## src/rtl/jps_pkg.sv

```systemverilog
// jps_pkg: shared types and codes of the jacobi poisson stencil solver
// depends on nothing; used by every module of the block
`default_nettype none

package jps_pkg;

	// command codes
	localparam logic [1:0] CMD_LOAD  = 2'd0;
	localparam logic [1:0] CMD_SOLVE = 2'd1;
	localparam logic [1:0] CMD_READ  = 2'd2;

	// result status codes
	localparam logic [2:0] ST_LOADED = 3'd0;
	localparam logic [2:0] ST_CONV   = 3'd1;
	localparam logic [2:0] ST_LIMIT  = 3'd2;
	localparam logic [2:0] ST_READ   = 3'd3;
	localparam logic [2:0] ST_BAD    = 3'd4;

	// per-point phases of a sweep
	localparam logic [3:0] PH_N   = 4'd0;
	localparam logic [3:0] PH_S   = 4'd1;
	localparam logic [3:0] PH_W   = 4'd2;
	localparam logic [3:0] PH_E   = 4'd3;
	localparam logic [3:0] PH_C   = 4'd4;
	localparam logic [3:0] PH_ACC = 4'd5;
	localparam logic [3:0] PH_LO  = 4'd6;
	localparam logic [3:0] PH_HI  = 4'd7;
	localparam logic [3:0] PH_RES = 4'd8;
	localparam logic [3:0] PH_WR  = 4'd9;

	typedef struct packed {
		logic [1:0]         command;
		logic [6:0]         row;
		logic [6:0]         col;
		logic signed [31:0] initial_u;
		logic signed [31:0] source_f;
	} cmd_t;

	typedef struct packed {
		logic [2:0]         status;
		logic signed [31:0] u_value;
		logic [15:0]        iterations;
		logic [31:0]        max_change;
	} rsp_t;

	typedef struct packed {
		logic       capture;
		logic       load_we;
		logic       sweep;
		logic [3:0] phase;
		logic       interior;
		logic       clear_worst;
		logic       swap;
		logic       keep_change;
		logic       out_load;
		logic [2:0] status;
	} jps_dcmd_t;

	typedef struct packed {
		logic le_tol;
	} jps_dstat_t;

endpackage

`default_nettype wire

```

## src/rtl/jps_ctrl.sv

```systemverilog
// jps_ctrl: command sequencer and sweep walker
// depends on jps_pkg; drives jps_datapath
`default_nettype none

module jps_ctrl #(
	parameter int MAX_COLUMNS = 128,
	parameter int MAX_ROWS    = 128
) (
	input  logic                                      clk,
	input  logic                                      arst_n,
	input  logic                                      cmd_valid,
	output logic                                      cmd_ready,
	input  jps_pkg::cmd_t                             cmd,
	input  logic [7:0]                                cols_cfg,
	input  logic [7:0]                                rows_cfg,
	input  logic [15:0]                               limit_cfg,
	input  jps_pkg::jps_dstat_t                       dstat,
	output jps_pkg::jps_dcmd_t                        dcmd,
	output logic [$clog2(MAX_COLUMNS*MAX_ROWS)-1:0]   addr,
	output logic                                      rsp_valid,
	input  logic                                      rsp_ready,
	output logic [15:0]                               sweep_count
);
	import jps_pkg::*;

	localparam int AW = $clog2(MAX_COLUMNS*MAX_ROWS);
	localparam int CW = $clog2(MAX_COLUMNS+1);
	localparam int RW = $clog2(MAX_ROWS+1);

	localparam logic [2:0] S_IDLE  = 3'd0;
	localparam logic [2:0] S_LOAD  = 3'd1;
	localparam logic [2:0] S_RD    = 3'd2;
	localparam logic [2:0] S_SINIT = 3'd3;
	localparam logic [2:0] S_SWEEP = 3'd4;
	localparam logic [2:0] S_SWEND = 3'd5;
	localparam logic [2:0] S_DONE  = 3'd6;

	logic [2:0]    state_q;
	logic [2:0]    status_q;
	logic [3:0]    phase_q;
	logic [AW-1:0] addr_q;
	logic [CW-1:0] i_q, cols_eff;
	logic [RW-1:0] j_q, rows_eff;
	logic [15:0]   cnt_q, limit_eff;
	logic [16:0]   cnt_next;
	logic          rsp_valid_q, accept, in_range, slot_free, row_end, last_pt, interior;
	logic          copy_q, again;

	always_comb begin
		if (cols_cfg < 8'd3) cols_eff = CW'(3);
		else if (32'(cols_cfg) > MAX_COLUMNS) cols_eff = CW'(MAX_COLUMNS);
		else cols_eff = CW'(cols_cfg);
		if (rows_cfg < 8'd3) rows_eff = RW'(3);
		else if (32'(rows_cfg) > MAX_ROWS) rows_eff = RW'(MAX_ROWS);
		else rows_eff = RW'(rows_cfg);
	end

	assign limit_eff = (limit_cfg == 16'd0) ? 16'd1 : limit_cfg;
	assign cnt_next  = 17'(cnt_q) + 17'd1;
	assign again     = (cnt_next < 17'(limit_eff)) && !dstat.le_tol;
	assign cmd_ready = (state_q == S_IDLE);
	assign accept    = cmd_valid && cmd_ready;
	assign in_range  = (32'(cmd.row) < 32'(rows_eff)) && (32'(cmd.col) < 32'(cols_eff));
	assign slot_free = !rsp_valid_q || rsp_ready;
	assign row_end   = (i_q == cols_eff - CW'(1));
	assign last_pt   = row_end && (j_q == rows_eff - RW'(1));
	assign interior  = (i_q != '0) && !row_end && (j_q != '0) && (j_q != rows_eff - RW'(1));

	// the copy pass after the last sweep moves every active point unchanged
	always_comb begin
		dcmd             = '0;
		dcmd.capture     = accept;
		dcmd.load_we     = (state_q == S_LOAD);
		dcmd.sweep       = (state_q == S_SWEEP);
		dcmd.phase       = (state_q == S_SWEEP) ? phase_q : PH_N;
		dcmd.interior    = interior && !copy_q;
		dcmd.clear_worst = (state_q == S_SINIT) ||
			((state_q == S_SWEND) && !copy_q && again);
		dcmd.swap        = (state_q == S_SWEND);
		dcmd.keep_change = (state_q == S_SWEND) && !copy_q && !again;
		dcmd.out_load    = (state_q == S_DONE) && slot_free;
		dcmd.status      = status_q;
	end

	always_ff @(posedge clk or negedge arst_n) begin
		if (!arst_n) begin
			state_q     <= S_IDLE;
			status_q    <= ST_BAD;
			phase_q     <= PH_N;
			addr_q      <= '0;
			i_q         <= '0;
			j_q         <= '0;
			cnt_q       <= '0;
			rsp_valid_q <= 1'b0;
			copy_q      <= 1'b0;
		end else begin
			if (dcmd.out_load) rsp_valid_q <= 1'b1;
			else if (rsp_ready) rsp_valid_q <= 1'b0;
			case (state_q)
				S_IDLE: begin
					if (accept) begin
						addr_q <= AW'(32'(cmd.row) * MAX_COLUMNS + 32'(cmd.col));
						status_q <= ST_BAD;
						if (cmd.command == CMD_SOLVE) state_q <= S_SINIT;
						else if (cmd.command == CMD_LOAD && in_range) state_q <= S_LOAD;
						else if (cmd.command == CMD_READ && in_range) state_q <= S_RD;
						else state_q <= S_DONE;
					end
				end
				S_LOAD: begin
					status_q <= ST_LOADED;
					state_q  <= S_DONE;
				end
				S_RD: begin
					status_q <= ST_READ;
					state_q  <= S_DONE;
				end
				S_SINIT: begin
					cnt_q   <= '0;
					addr_q  <= '0;
					i_q     <= '0;
					j_q     <= '0;
					phase_q <= PH_N;
					state_q <= S_SWEEP;
				end
				S_SWEEP: begin
					if (phase_q == PH_WR) begin
						phase_q <= PH_N;
						if (last_pt) begin
							state_q <= S_SWEND;
						end else if (row_end) begin
							i_q    <= '0;
							j_q    <= j_q + RW'(1);
							addr_q <= AW'(32'(addr_q) + MAX_COLUMNS - 32'(cols_eff) + 1);
						end else begin
							i_q    <= i_q + CW'(1);
							addr_q <= addr_q + AW'(1);
						end
					end else begin
						phase_q <= phase_q + 4'd1;
					end
				end
				S_SWEND: begin
					if (copy_q) begin
						copy_q  <= 1'b0;
						state_q <= S_DONE;
					end else begin
						cnt_q  <= cnt_next[15:0];
						addr_q <= '0;
						i_q    <= '0;
						j_q    <= '0;
						if (again) begin
							state_q <= S_SWEEP;
						end else begin
							// both buffers must agree before the grid size may change
							status_q <= dstat.le_tol ? ST_CONV : ST_LIMIT;
							copy_q   <= 1'b1;
							state_q  <= S_SWEEP;
						end
					end
				end
				S_DONE: begin
					if (slot_free) state_q <= S_IDLE;
				end
				default: state_q <= S_IDLE;
			endcase
		end
	end

	assign addr        = addr_q;
	assign rsp_valid   = rsp_valid_q;
	assign sweep_count = cnt_q;

endmodule

`default_nettype wire

```

## config.mk

```make
export PLATFORM = sky130hd
export DESIGN_NAME = jps_ctrl
export DESIGN_NICKNAME = d
export VERILOG_FILES = /design/src/rtl/jps_pkg.sv /design/src/rtl/jps_ctrl.sv
export SDC_FILE = /design/constraint.sdc
export NUM_CORES = 1
export LEC_CHECK = 0
export ABC_AREA = 1
export BUFFER_PORTS_ARGS = -buffer_cell sky130_fd_sc_hd__buf_2
export CAP_MARGIN = 5
export CORE_ASPECT_RATIO = 0.6
export CORE_MARGIN = 3
export CORE_UTILIZATION = 46
export DETAILED_ROUTE_END_ITERATION = 8
export PLACE_DENSITY = 0.71
export SETUP_SLACK_MARGIN = 0.2
export SLEW_MARGIN = 20
export SYNTH_ARGS = -nofsm -noshare
export SYNTH_HDL_FRONTEND = slang
export SYNTH_SLANG_ARGS = --single-unit
```

## constraint.sdc

```tcl
create_clock -name clk -period 3.83 [get_ports clk]
set_clock_uncertainty 0.05 [all_clocks]
set_input_delay 0.766 -clock clk [delete_from_list [all_inputs] [get_ports clk]]
set_output_delay 0.766 -clock clk [all_outputs]
set_load 0.1 [all_outputs]
```

# After elaboration in Yosys (flattened, before gate mapping)
# Cells that the tools add are included.
[word_totals]
inputBits = 117
out_inout_bits = 47
ff_bits = 58
word_cells = 129
[op_classes]
reduce_logical = 39
n_lt_le_gt_ge = 7
muxes = 43
add_sub_neg = 11
n_eq_ne = 20
[ops]
columns = ["cell", "n"]
rows = [
  ["$mux W8", 11],
  ["$mux W14", 5],
  ["$pmux W14 S4", 1],
  ["$pmux W8 S3", 2],
  ["$mux W16", 2],
  ["$pmux W16 S2", 1],
  ["$mux W3", 10],
  ["$pmux W3 S6", 1],
  ["$add A16 B1 Y17 const B", 1],
  ["$lt A17 B16 Y1", 1],
  ["$add A8 B1 Y8 const B", 2],
  ["$eq A8 B8 Y1", 2],
  ["$gt A8 B8 Y1 const B", 2],
  ["$logic_not A16 Y1", 1],
  ["$lt A7 B8 Y1", 2],
  ["$lt A8 B2 Y1 const B", 2],
  ["$reduce_bool A8 Y1", 2],
  ["$sub A8 B1 Y8 const B", 2],
  ["$add A14 B1 Y14 const B", 1],
  ["$add A14 B2 Y14 const B", 1],
  ["$add A14 B7 Y14", 1],
  ["$add A14 B8 Y14 const B", 1],
  ["$logic_and A1 B1 Y1", 14],
  ["$sub A14 B8 Y14", 1],
  ["26 further kinds", 51],
]

# Depth between registers and ports, before layout
[depth]
depth_word = 11
depth_mapped = 21
mapped_depth_nobuf = 20

# Worst setup path after synthesis
# Ideal clock, no wire load.
[synth_timing]
kind = "register -> output"
startpoint = "register cnt_q[0] (netlist: sweep_count[0])"
endpoint = "output dcmd[6] (netlist name)"
n_path_buf = 0
path_stages_with_launch = 16
t_arrival_ps = 5376
slack_ps = -2362
path_cell_list = "dfrtp_1 ha_1 nand2_1 nor2_1 nand4_1 nor2_1 nand3_1 nor4_1 xor2_1 ha_1 a21oi_1 nand3b_1 o211ai_1 nor2_1 nand3_1 o21ai_0"
[synth_rtl]
columns = ["element", "line", "source"]
rows = [
  ["from (decl)", "jps_ctrl.sv:44", "logic [15:0] cnt_q, limit_eff;"],
  ["from (signal assigned)", "jps_ctrl.sv:148", "cnt_q <= cnt_next[15:0];"],
  ["to (decl)", "jps_ctrl.sv:18", "output jps_pkg::jps_dcmd_t dcmd,"],
]

==> results.txt <==
Number of cell instances on the worst register-to-register path -> 22
Share of Yosys cell area claimed by the top area cell type -> 23.6%
Effective utilization at floorplan -> 48.6%
Total power divided by cell area -> 493 nW/um^2
Die Span Y -> 94.7 um
Biggest cell delay along the critical path -> 430 ps
Critical-path cell with the highest stage delay -> sky130_fd_sc_hd__dfrtp_4
Clock tree sinks -> 58
Highest fanout seen on the critical path -> 3
Chip Width -> 154 um
Failing checks -> negative setup slack
Antenna violations before repair -> 0
Part of the power in combinational logic -> 57.3%
Number of nets in the finished design -> 1232
Ys flop type -> sky130_fd_sc_hd__dfrtp_1
Clk pin slew, worst setup/hold paths -> 60 ps
Routed wire length -> 17.8 mm
Fraction of registers with async set or reset after synthesis -> 100%
Proportion of synthesized chip area in sequential cells -> 24.1%
Setup repair after global routing missed its margin -> yes
Class of the worst hold path -> in2async
Setup slack on the worst flop-to-flop path -> 560 ps
Ant diodes -> 0
Count of flip-flops with a built-in enable after synthesis -> 0
Max-slew violations -> 0
Site Rows -> 31
Pin count of the biggest net entering global routing -> 36
Leak pwr -> 4.20 nW
Critical Path Start Type -> flop
Fraction of layout cells with a size suffix above 1 -> 22.0%
Data arrival, critical path -> 3440 ps
Clock buffer count from CTS -> 9
Relative contribution of the clock network to total power -> 20.1%
Period utilisation layout -> 111%
Element type at the critical path end -> output pin
Global placer's final weighted congestion -> 0.907
Cell area after placement -> 7080 um^2
Transition time of the tightest slew-check pin -> 692 ps
Vias -> 6351
Final setup violation count -> 2
Top-level I/O count -> 164
Clock latency on the worst-skew pair -> 340 ps
Remaining routing DRC violations -> 0
Post-Route Setup TNS -> -845 ps
DRT Pass-1 Iters -> 5
Library cell with the largest summed area after synthesis -> sky130_fd_sc_hd__dfrtp_1
Share of power burned in registers -> 22.6%
Shortest period the worst path allows -> 4250 ps
Synthesized area per cell -> 6.58 um^2
DP HPWL -> 14.0 mm
Clock Tree Buf Depth -> 2
Max Fclk -> 0.235 GHz
Power Internal -> 1.86 mW
Total routing usage reported by global routing -> 23.9%
Via count of the first global-routing pass -> 5442
Flip-flop and latch count after synthesis -> 58
Finished layout cell area -> 7660 um^2
CTS tree -> yes
Post-Syn Area -> 6030 um^2
Count of yosys warnings during synthesis -> 0
Unique masters post-synth -> 42
Routed wirelength normalized by instance count -> 14.6 um
Gate count of the mapped netlist -> 917
Total net switching power -> 1.92 mW
Worst setup margin -> -423 ps
Synthesis-to-layout area growth -> 27.0%
Drt initial violations -> 556
Synth Net Count -> 1096
H-tree lvl count -> 3
Core Box Area -> 12400 um^2
Root buffer cell -> sky130_fd_sc_hd__clkbuf_16
Total congestion overflow -> 0
Hold violation count in the final report -> 0
Die footprint -> 14600 um^2
Max VDD drop -> 0.000474 V
Series of cell instances along the critical path -> buf_6 > ha_4 > nand2_4 > nor2_4 > nand4_1 > nor2_4 > nand3_4 > inv_1 > nand2_1 > nand2_1 > inv_1 > ha_4 > a21oi_2 > nor2_1 > a211oi_1 > o211ai_1 > nor2_2 > nand3_2 > nand2_2 > clkinvlp_4 > buf_12
Total of max-cap violations -> 0
Detail Route Antenna Nets -> 0
Fraction of power spent switching nets -> 50.8%
Required time of the worst setup path -> 3010 ps
Max-slew headroom at the worst pin -> 53.8%
Count of input and output buffers -> 99
Post-detailed-route via-to-cell ratio -> 5.19
First-pass GRT wire length -> 28.1 mm
Status -> complete, but fails checks
Top cells by area, synth -> sky130_fd_sc_hd__dfrtp_1 (24%), sky130_fd_sc_hd__nand2_1 (15%), sky130_fd_sc_hd__ha_1 (13%)
Type of the worst setup path -> reg2out
## metal layers
layer	share of wire (%)	vias to the layer above	routed length, um	GRT usage (%)
met5	0	-	0	0
met1	53	2907	9500	38.6
met2	39	198	7000	32.3
met4	0.66	0	118	3.82
li1	-	3230	-	-
met3	6.8	16	1220	5.13
## metrics by stage
step	cells	power, mW	setup slack, ps	utilization, %	hold slack, ps
after floorplan	917	2.48	-272	-	420
after global placement	1193	2.95	-59.0	57.0	403
after detailed placement	1193	2.98	-143	57.0	413
after CTS	1218	3.76	-438	60.3	273
after global routing	1223	4.04	-597	61.7	273
final	1223	3.78	-423	61.7	258
## critical path: cells and delay by family, from the launching register on
family / cells / cell delay, ps
fa+ha+maj: 2 / 380
flops: 1 / 430
compound gates: 3 / 550
buf+inv: 5 / 500
simple gates: 11 / 1210
## registers in the layout (all words and copies together), names as in the netlist
signal       count
phase_q          4
state_q          3
sweep_count     16
copy_q           1
addr            14
rsp_valid        1
i_q              8
status_q         3
j_q              8
## cell usage in the layout, fill, tap and decap left out, types with 8 or more instances in the layout
| master | Yosys | layout |
|---|---|---|
| sky130_fd_sc_hd__a21oi_1 | 25 | 23 |
| sky130_fd_sc_hd__nand4_1 | 25 | 25 |
| sky130_fd_sc_hd__clkbuf_16 | 0 | 9 |
| sky130_fd_sc_hd__dfrtp_1 | 57 | 48 |
| sky130_fd_sc_hd__nor2_2 | 6 | 15 |
| sky130_fd_sc_hd__nand3_2 | 3 | 9 |
| sky130_fd_sc_hd__o21ai_0 | 29 | 27 |
| sky130_fd_sc_hd__o21ai_1 | 8 | 8 |
| sky130_fd_sc_hd__nor2_1 | 81 | 66 |
| sky130_fd_sc_hd__xor2_1 | 49 | 47 |
| sky130_fd_sc_hd__nand2_1 | 242 | 238 |
| sky130_fd_sc_hd__nand3_1 | 109 | 101 |
| sky130_fd_sc_hd__ha_1 | 61 | 56 |
| sky130_fd_sc_hd__nor3_1 | 9 | 8 |
| sky130_fd_sc_hd__buf_4 | 3 | 42 |
| sky130_fd_sc_hd__buf_2 | 3 | 92 |
| sky130_fd_sc_hd__inv_1 | 143 | 141 |
## final timing paths
check,from,to
worst min-delay path,arst_n,i_q[5]
worst min register to register,status_q[2],status_q[2]
worst max register to register,sweep_count[1],copy_q
worst max-delay path,sweep_count[1],dcmd[4]
max in group asynchronous,arst_n,sweep_count[1]
min in group clk,status_q[2],status_q[2]
## cell type report
cell class	instances	area (um^2)
fill	1195	4750
multi-input combinational	697	4220
sequential	58	1470
timing repair buffer	144	950
inverter	143	541
clock buffer	11	243
tap	165	206
clock inverter	5	30.0
## kinds of logic after synthesis
group / Yosys count / share of synthesized area (%)
AOI/OAI and AO/OA: 81 / 7.46
xor gates and xnor gates: 57 / 8.50
adders and majority gates: 62 / 13.0
buffers and inverters: 162 / 10.7
DFF: 58 / 24.1
and+or+nand+nor: 497 / 36.3
## cell usage after synthesis (2+ instances only)
cell type,number
sky130_fd_sc_hd__a211oi_1,2
sky130_fd_sc_hd__a21o_1,3
sky130_fd_sc_hd__a21oi_1,25
sky130_fd_sc_hd__a31oi_1,3
sky130_fd_sc_hd__and3_1,3
sky130_fd_sc_hd__buf_2,3
sky130_fd_sc_hd__buf_4,3
sky130_fd_sc_hd__buf_6,3
sky130_fd_sc_hd__clkbuf_1,9
sky130_fd_sc_hd__dfrtp_1,57
sky130_fd_sc_hd__ha_1,61
sky130_fd_sc_hd__inv_1,143
sky130_fd_sc_hd__nand2_1,242
sky130_fd_sc_hd__nand2_2,5
sky130_fd_sc_hd__nand3_1,109
sky130_fd_sc_hd__nand3_2,3
sky130_fd_sc_hd__nand3b_1,2
sky130_fd_sc_hd__nand4_1,25
sky130_fd_sc_hd__nor2_1,81
sky130_fd_sc_hd__nor2_2,6
sky130_fd_sc_hd__nor3_1,9
sky130_fd_sc_hd__nor3b_1,2
sky130_fd_sc_hd__nor4_1,6
sky130_fd_sc_hd__o21ai_0,29
sky130_fd_sc_hd__o21ai_1,8
sky130_fd_sc_hd__o21bai_1,3
sky130_fd_sc_hd__o22ai_1,3
sky130_fd_sc_hd__xnor2_1,7
sky130_fd_sc_hd__xor2_1,49
## power groups by stage
stage | clock (mW) | combinational (mW) | sequential, mW
6_report | 0.759 | 2.17 | 0.855
5_1_grt | 0.800 | 2.37 | 0.875
4_1_cts | 0.768 | 2.14 | 0.852
3_5_place_dp | 0 | 2.12 | 0.860
3_3_place_gp | 0 | 2.09 | 0.859
2_1_floorplan | 0 | 1.24 | 1.25
## repair_timing
| action | CTS | global route |
|---|---|---|
| setup buffers | 9 | 5 |
| gates resized for setup | 13 | 30 |
| pin swaps | 14 | 16 |
| setup endpoints to repair | 3 | 3 |
| hold buffers | 0 | 0 |
| endpoints found under the hold margin | 0 | 0 |
| cloned | 0 | 0 |
No activity file was read; power rests on OpenSTA's default activity.
